## src/sv/hbsa_pkg.sv

```systemverilog
package hbsa_pkg;

	// Default sizes of the allocator.
	localparam int unsigned NUM_SLOTS_DEF      = 4096;
	localparam int unsigned MAX_SLOT_BYTES_DEF = 256;

	// Fixed geometry of the bitmap levels.
	localparam int unsigned WORD_BITS = 64;
	localparam int unsigned MAP_BITS  = 32;
	localparam int unsigned POS_W     = $clog2(WORD_BITS);
	localparam int unsigned MAP_POS_W = $clog2(MAP_BITS);

	// Field widths of the request and result channels.
	localparam int unsigned CMD_W  = 2;
	localparam int unsigned IDX_W  = 12;
	localparam int unsigned OFFS_W = 20;

	// Configuration port geometry.
	localparam int unsigned PADDR_W = 3;
	localparam int unsigned PDATA_W = 32;
	localparam logic        REG_SLOT_BYTES = 1'b0;

	typedef enum logic [CMD_W-1:0] {
		CMD_ALLOC  = 2'd0,
		CMD_FREE   = 2'd1,
		CMD_ACCESS = 2'd2,
		CMD_NOP    = 2'd3
	} cmd_t;

	typedef enum logic [3:0] {
		ST_CLEAR,
		ST_IDLE,
		ST_SUM,
		ST_WORD,
		ST_SLOT,
		ST_FREE_RD,
		ST_FREE_WR,
		ST_ACCESS,
		ST_RESP
	} state_t;

	// Result of the shared trailing-zero count.
	typedef struct packed {
		logic             zero;
		logic [POS_W-1:0] pos;
	} ctz_res_t;

endpackage

```

## src/sv/hbsa_ctz.sv

```systemverilog
module hbsa_ctz (
	input  logic [hbsa_pkg::WORD_BITS-1:0] vec,
	output hbsa_pkg::ctz_res_t             res
);

	import hbsa_pkg::*;

	// Priority encoder for the lowest set bit; an all-zero word gives the top position.
	always_comb begin
		res.zero = (vec == '0);
		res.pos  = POS_W'(WORD_BITS - 1);
		for (int i = WORD_BITS - 1; i >= 0; i--) begin
			if (vec[i]) begin
				res.pos = POS_W'(i);
			end
		end
	end

endmodule

```

## config.mk

```make
export PLATFORM = sky130hd
export DESIGN_NAME = hbsa_ctz
export DESIGN_NICKNAME = d
export VERILOG_FILES = /design/src/sv/hbsa_pkg.sv /design/src/sv/hbsa_ctz.sv
export SDC_FILE = /design/constraint.sdc
export NUM_CORES = 1
export LEC_CHECK = 0
export BUFFER_PORTS_ARGS = -buffer_cell sky130_fd_sc_hd__buf_4
export CAP_MARGIN = 20
export CORE_ASPECT_RATIO = 0.9
export CORE_UTILIZATION = 40
export DETAILED_ROUTE_END_ITERATION = 6
export GPL_TIMING_DRIVEN = 0
export PLACE_DENSITY = 0.89
export SETUP_SLACK_MARGIN = 0.05
export SYNTH_ARGS = -nofsm -noshare
export SYNTH_HDL_FRONTEND = slang
export SYNTH_SLANG_ARGS = --single-unit
```

## constraint.sdc

```tcl
create_clock -name vclk -period 4.4
set_input_delay 0.66 -clock vclk [all_inputs]
set_output_delay 0.66 -clock vclk [all_outputs]
set_load 0.005 [all_outputs]
```

==> metrics <==
Antenna Violating Nets Remaining 0; GR Util All Layers 29.4%; Placer Congestion 0.897; Setup Crit Path Kind input pin to output port; Final min period 3250 ps; final cell count without fillers 234; first-pass GRT wire length 5.15 mm; Worst Path Required 3740 ps; number of diodes 0; type of origin of the critical path input pin; Max-Cap Viols 0; Post-CTS Hold Fix Bufs 0; Highest Clock Rate 308 MHz; final hold vios 0; Ys Warns 0; DR iter-0 viols 48; initial antenna violation count 0; CP max FO 3; largest net degree at the start of global routing 6; final setup fails 0; VDD IR-drop max 0.0525 mV; Synth Net Count 203; Detailed Route WL 3.20 mm; Setup TNS 0 ps; synthesized instance count 139; max-slew violation count 0; Synth Area per Inst 5.73 um^2; routed vias 1428; register area share after synthesis 0%; die height 44.3 um; drt pass-1 iters 5; post_cts resized 0; P&R area growth vs syn 70.6%; most frequent cells in the layout 71 x buf_4, 25 x nor2_1, 18 x nor4_1, 13 x inv_1, 9 x a21oi_1; share of post-route cells with drive strength above 1 35.7%; Clock Buffer Count 0; Layout fillers 146; # port buffers 71; commonest non-fill, non-tap cell in the layout buf_4; fin nets 276; Cell variety after synth 34; share of the synthesized area in the top cell type 14.1%; slew margin rel. 41.3%; dpl ws 1180 ps; initial core utilization 45.0%; DR WL/cell 13.7 um; Vias/cell 6.10; Power Density 73.1 nW/um^2; slew of the pin with the lowest slew margin 858 ps; # rows 14; die width 49.1 um; Post-CTS Setup Inserts 0; vias in the first global route 1271; Syn Std Cell Area 797 um^2; Final Cycle Share 73.9%; synth top area cells nor4_1 14%, nor2_1 12%, inv_1 6.1%, a21oi_1 5.7%, o21ai_0 5.0%; RSZ-0062 raised after global routing false; status finished, final reports clean; P_leak 0.583 nW; I/O pins 71; Setup crit end kind output port; Final HPWL DP 2.78 mm; grt ovf 0; Placed Instances 234; setup ws final 1150 ps; Arr. time, crit path 2590 ps; detailed-route DRC error count 0; area of the multi-input gates 748 um^2; core footprint 1770 um^2; Synth area leader nor4_1; register area 0 um^2; die area 2180 um^2; FFs & Latches 0; hold crit path type input pin to output port
-- per-layer routing --
layer	GRT usage [%]	vias to the layer above	routed length, um
met5	0	-	0
met4	6.47	0	36
met3	2.75	6	277
met2	58.1	78	1540
met1	34.8	643	1350
li1	-	701	-
-- Yosys cell counts, drive strengths merged, types with 2 or more instances --
| library cell | instances |
|---|---|
| a2111oi | 2 |
| a211oi | 3 |
| a21oi | 9 |
| a31oi | 3 |
| and2b | 2 |
| inv | 13 |
| nand2 | 6 |
| nand2b | 4 |
| nand3 | 5 |
| nand4 | 3 |
| nor2 | 25 |
| nor2b | 3 |
| nor3 | 6 |
| nor3b | 2 |
| nor4 | 18 |
| o2111ai | 3 |
| o211ai | 2 |
| o21ai | 8 |
| o21bai | 2 |
| o311ai | 2 |
| o31a | 2 |
| o31ai | 4 |
| or4 | 3 |
-- power by group --
part / internal, W / leakage (nW) / switching (W)
registers: 0 / 0 / 0
logic: 0.0000539 / 0.583 / 0.0000455
clock network: 0 / 0 / 0
-- stage by stage --
stage	util [%]	hold slack (ps)	total power (W)	area, um^2
finish	76.9	1690	0.0000994	1360
global route	76.9	1700	0.000108	1360
CTS	76.9	1680	0.0000976	1360
detailed placement	76.9	1670	0.0000974	1360
global placement	76.9	1680	0.0000933	1360
floorplan	-	1430	0.0000277	797
-- cell families (layout without fill, tap and decap cells) --
kind of cell	count (synthesis)	in the layout	share of synthesized area, %
AND/OR/NAND/NOR	81	81	54.8
AO/OA/AOI/OAI	45	45	39.1
buffers and inverters	13	84	6.12
-- critical path, stage by stage --
cell and delay (ps):
buf_4 120, nor3b_1 120, a2111oi_0 760, a21oi_1 160
a2111o_1 430, a211oi_1 180, buf_4 150
-- layout make-up --
| type | count | share of cell area (%) |
|---|---|---|
| Inverter | 13 | 3.59 |
| Multi-Input combinational cell | 126 | 55.0 |
| Tap cell | 24 | 2.21 |
| Timing Repair Buffer | 71 | 39.2 |
-- worst paths after layout --
path / start / depth (start not counted) / endpoint
hold / removal: vec[63] / 5 / res[6]
setup / recovery: vec[18] / 7 / res[0]
No activity file was read; power rests on OpenSTA's default activity.
