[config.mk]
export PLATFORM = sky130hd
export DESIGN_NAME = hbsa_cfg
export DESIGN_NICKNAME = d
export VERILOG_FILES = /design/src/sv/hbsa_pkg.sv /design/src/sv/hbsa_cfg.sv
export SDC_FILE = /design/constraint.sdc
export NUM_CORES = 1
export LEC_CHECK = 0
export BUFFER_PORTS_ARGS = -buffer_cell sky130_fd_sc_hd__buf_4
export CORE_MARGIN = 2
export CORE_UTILIZATION = 35
export DETAILED_ROUTE_END_ITERATION = 8
export GPL_ROUTABILITY_DRIVEN = 0
export GPL_TIMING_DRIVEN = 0
export HOLD_SLACK_MARGIN = 0.1
export PLACE_DENSITY = 0.82
export SYNTH_ARGS = -nofsm -noshare
export SYNTH_HDL_FRONTEND = slang
export SYNTH_SLANG_ARGS = --single-unit
[constraint.sdc]
create_clock -name clk -period 1.3 [get_ports clk]
set_input_delay 0.26 -clock clk [delete_from_list [all_inputs] [get_ports clk]]
set_output_delay 0.26 -clock clk [all_outputs]
set_load 0.03 [all_outputs]
[src/sv/hbsa_pkg.sv]
package hbsa_pkg;

	// Default sizes of the allocator.
	localparam int unsigned NUM_SLOTS_DEF      = 4096;
	localparam int unsigned MAX_SLOT_BYTES_DEF = 256;

	// Fixed geometry of the bitmap levels.
	localparam int unsigned WORD_BITS = 64;
	localparam int unsigned MAP_BITS  = 32;
	localparam int unsigned POS_W     = $clog2(WORD_BITS);
	localparam int unsigned MAP_POS_W = $clog2(MAP_BITS);

	// Field widths of the request and result channels.
	localparam int unsigned CMD_W  = 2;
	localparam int unsigned IDX_W  = 12;
	localparam int unsigned OFFS_W = 20;

	// Configuration port geometry.
	localparam int unsigned PADDR_W = 3;
	localparam int unsigned PDATA_W = 32;
	localparam logic        REG_SLOT_BYTES = 1'b0;

	typedef enum logic [CMD_W-1:0] {
		CMD_ALLOC  = 2'd0,
		CMD_FREE   = 2'd1,
		CMD_ACCESS = 2'd2,
		CMD_NOP    = 2'd3
	} cmd_t;

	typedef enum logic [3:0] {
		ST_CLEAR,
		ST_IDLE,
		ST_SUM,
		ST_WORD,
		ST_SLOT,
		ST_FREE_RD,
		ST_FREE_WR,
		ST_ACCESS,
		ST_RESP
	} state_t;

	// Result of the shared trailing-zero count.
	typedef struct packed {
		logic             zero;
		logic [POS_W-1:0] pos;
	} ctz_res_t;

endpackage

[src/sv/hbsa_cfg.sv]
module hbsa_cfg #(
	parameter int unsigned MAX_SLOT_BYTES = hbsa_pkg::MAX_SLOT_BYTES_DEF,
	parameter int unsigned SB_W           = 9
) (
	input  logic                          clk,
	input  logic                          arst_n,
	input  logic                          psel,
	input  logic                          penable,
	input  logic                          pwrite,
	input  logic [hbsa_pkg::PADDR_W-1:0]  paddr,
	input  logic [hbsa_pkg::PDATA_W-1:0]  pwdata,
	output logic [hbsa_pkg::PDATA_W-1:0]  prdata,
	output logic                          pready,
	output logic [SB_W-1:0]               slot_bytes
);

	import hbsa_pkg::*;

	logic          reg_sel;
	logic          wr_en;
	logic [SB_W-1:0] slot_bytes_q;

	assign reg_sel = (paddr[PADDR_W-1] == REG_SLOT_BYTES);
	assign wr_en   = psel && penable && pwrite && reg_sel && (pwdata <= PDATA_W'(MAX_SLOT_BYTES));

	// Slot size register; values above the maximum are dropped.
	always_ff @(posedge clk or negedge arst_n) begin
		if (!arst_n) begin
			slot_bytes_q <= SB_W'(1);
		end else if (wr_en) begin
			slot_bytes_q <= SB_W'(pwdata);
		end
	end

	assign prdata     = reg_sel ? PDATA_W'(slot_bytes_q) : '0;
	assign pready     = 1'b1;
	assign slot_bytes = slot_bytes_q;

endmodule

==> results.json <==
{
  "status": "complete, but fails checks",
  "violations": "negative setup slack",
  "path_buf_inv": 2,
  "area_delta_synth_final_pct": 117,
  "crit_required_ps": 1430,
  "cp.arrival_ps": 1540,
  "cts_tree": "yes",
  "finalCriticalPeriod_ps": 1400,
  "crit_chain": "buf_4, nor4_4, nand3_2, a211oi_4, buf_6, mux2_4",
  "clock_tree.buffer_depth": 2,
  "ant_nets": 0,
  "ys_types": 15,
  "power_frac_clock_pct": 26.0,
  "grt_overflow": 0,
  "die_h_microns": 48.7,
  "synth_seq_area_share_pct": 32.4,
  "pin_count": 82,
  "postSynthCellCount": 66,
  "port_buffers": 55,
  "fmaxAchievable_mhz": 712,
  "totalPowerFinal_mw": 0.789,
  "cpMaxStageDelayCell": "mux2_4",
  "clock-root-buffer": "clkbuf_4",
  "final_cells": 184,
  "sw_frac_of_total_pct": 31.0,
  "clk_latency_ps": 250,
  "vias": 761,
  "cts_sinks": 9,
  "pwr-share-seq_pct": 35.5,
  "p_switching_mw": 0.245,
  "numCtsBuffers": 3,
  "drive_gt1_share_pct": 76.4,
  "pwr-share-comb_pct": 38.4,
  "dieArea_sq_um": 2370,
  "fin_crit_sh_pct": 108,
  "diodes": 0,
  "crit_type": "input pin to flip-flop",
  "rsz0062_at_grt": "yes",
  "power_density_nw_per_um2": 521,
  "hold_viol_final": 0,
  "fp.dieW_microns": 48.7,
  "grt_pass1_vias": 727,
  "crit_path_end_kind": "flip-flop",
  "slew_violations": 0,
  "p_leak_nw": 0.825,
  "core_area_sq_um": 1920,
  "synth.avg_cell_area_sq_um": 10.6,
  "skew_ps": 0,
  "setup_ws_ps": -104,
  "nets": 198,
  "routed_via_density": 4.14,
  "dp.cells": 170,
  "dpl.hpwl_microns": 1670,
  "synth_area_sq_um": 698,
  "cap_viol_max_count": 0,
  "ir_drop_mv": 0.537,
  "cts_max_level": 1,
  "cp_max_fo": 5,
  "wl_microns": 2290,
  "first_pass_iters": 3,
  "utilization_pct": 78.8,
  "antenna_found_initial": 0,
  "fp-row-count": 16,
  "grt_max_degree": 11,
  "start_util_pct": 36.3,
  "slowest_delay_ps": 310,
  "crit_family": "simple AND/OR/NAND/NOR gates",
  "internal_power_mw": 0.544,
  "path_clk_slew_ps": 60,
  "largest_register_ffs": 9,
  "grt.total_usage_pct": 17.8,
  "synth-seq-cells": 9,
  "tns_ps": -665,
  "synth_warnings": 0,
  "place_ws_ps": -603,
  "grt_pass1_wl_microns": 3340,
  "wl_per_cell_microns": 12.4,
  "setup_viol": 9,
  "start_kind": "input pin",
  "drc": 0,
  "hold_path.class": "input pin to flip-flop",
  "drtIter0Drc": 6
}
==> synth_stat cells <==
cell type,count,share of area [%]
conb_1,2,1.1
o32a_2,1,1.6
nand2_1,1,0.54
mux2_2,8,13
dfstp_2,1,3.8
and2b_2,9,11
nand4_1,1,0.90
nor4b_2,1,2.1
nor3_1,1,0.72
dfrtp_1,8,29
buf_4,24,26
nor4b_1,2,2.5
nand3_1,1,0.72
nor4_1,5,4.5
a211oi_4,1,2.9
==> worst paths after layout <==
check	start	to	slack (ps)	cells after the start
max in group asynchronous	arst_n	slot_bytes[0]$_DFFE_PN1P_	720	2
min in group asynchronous	arst_n	slot_bytes[6]$_DFFE_PN0P_	360	2
worst max-delay path	pwdata[24]	slot_bytes[7]$_DFFE_PN0P_	-100	6
worst min register to register	slot_bytes[8]$_DFFE_PN0P_	slot_bytes[8]$_DFFE_PN0P_	520	1
worst max register to register	slot_bytes[4]$_DFFE_PN0P_	slot_bytes[4]$_DFFE_PN0P_	390	2
worst min-delay path	pwdata[2]	slot_bytes[2]$_DFFE_PN0P_	270	2
==> cell usage in the layout (no fill, tap or decap) <==
cell type       n
dlygate4sd3_1   1
nor4_2          1
nand2_1         1
o32a_2          1
mux2_4          8
buf_6          12
nand4_1         1
nor4b_2         1
nor3_1          1
clkbuf_4        3
a211oi_4        1
conb_1         24
and2b_2         9
buf_4          75
dfstp_2         1
nor4b_4         2
buf_8           1
nor4_4          4
clkbuf_1        1
dfrtp_1         8
nand3_2         1
==> worst reg2reg max path, delay by kind of cell (launching register included) <==
kind / cells / cell delay [ps]
flops: 1 / 390
buf+inv: 1 / 140
mux: 1 / 260
==> layout make-up <==
cell class | instances | area, sq um
buffer | 24 | 180
sequential | 9 | 226
timing repair buffer | 65 | 543
multi-input combinational | 55 | 505
clock buffer | 4 | 26.3
tap | 27 | 33.8
fill | 130 | 407
==> what timing repair did <==
| action | 4_1_cts | 5_1_grt |
|---|---|---|
| gates cloned | 1 | 0 |
| endpoints found under the setup margin | 10 | 17 |
| buffers inserted | 4 | 6 |
| pin swaps | 6 | 4 |
| hold buffers | 1 | 0 |
| endpoints found under the hold margin | 9 | 0 |
| resized for setup | 19 | 8 |
==> routing by layer <==
metal / up-vias / GRT usage [%] / wire (microns)
met4: 0 / 4.29 / 0
met3: 0 / 6.48 / 293
met1: 342 / 19.8 / 800
met5: - / 0 / 0
li1: 362 / - / -
met2: 57 / 32.0 / 1190
==> stage by stage <==
step | hold slack [ps] | instance area, sq um
after floorplan | -35.6 | 845
after global placement | 88.4 | 1290
after detailed placement | 90.9 | 1290
after CTS | 242 | 1480
after global routing | 240 | 1520
final | 266 | 1520
==> power by group through the flow <==
stage	registers (mW)	clock network (mW)	logic, mW
4_1_cts	0.280	0.215	0.291
2_1_floorplan	0.285	0	0.161
3_3_place_gp	0.285	0	0.270
3_5_place_dp	0.285	0	0.272
6_report	0.280	0.205	0.303
5_1_grt	0.280	0.241	0.319
==> logic make-up (layout without fill, tap and decap cells) <==
group	after synthesis	in the layout	synth area share, %
flops	9	9	32.4
compound gates	2	2	4.48
simple gates	21	21	23.3
other cells	2	24	1.08
buf+inv	24	93	25.8
mux	8	8	12.9
Note: power is estimated with default switching activity, not from simulation.
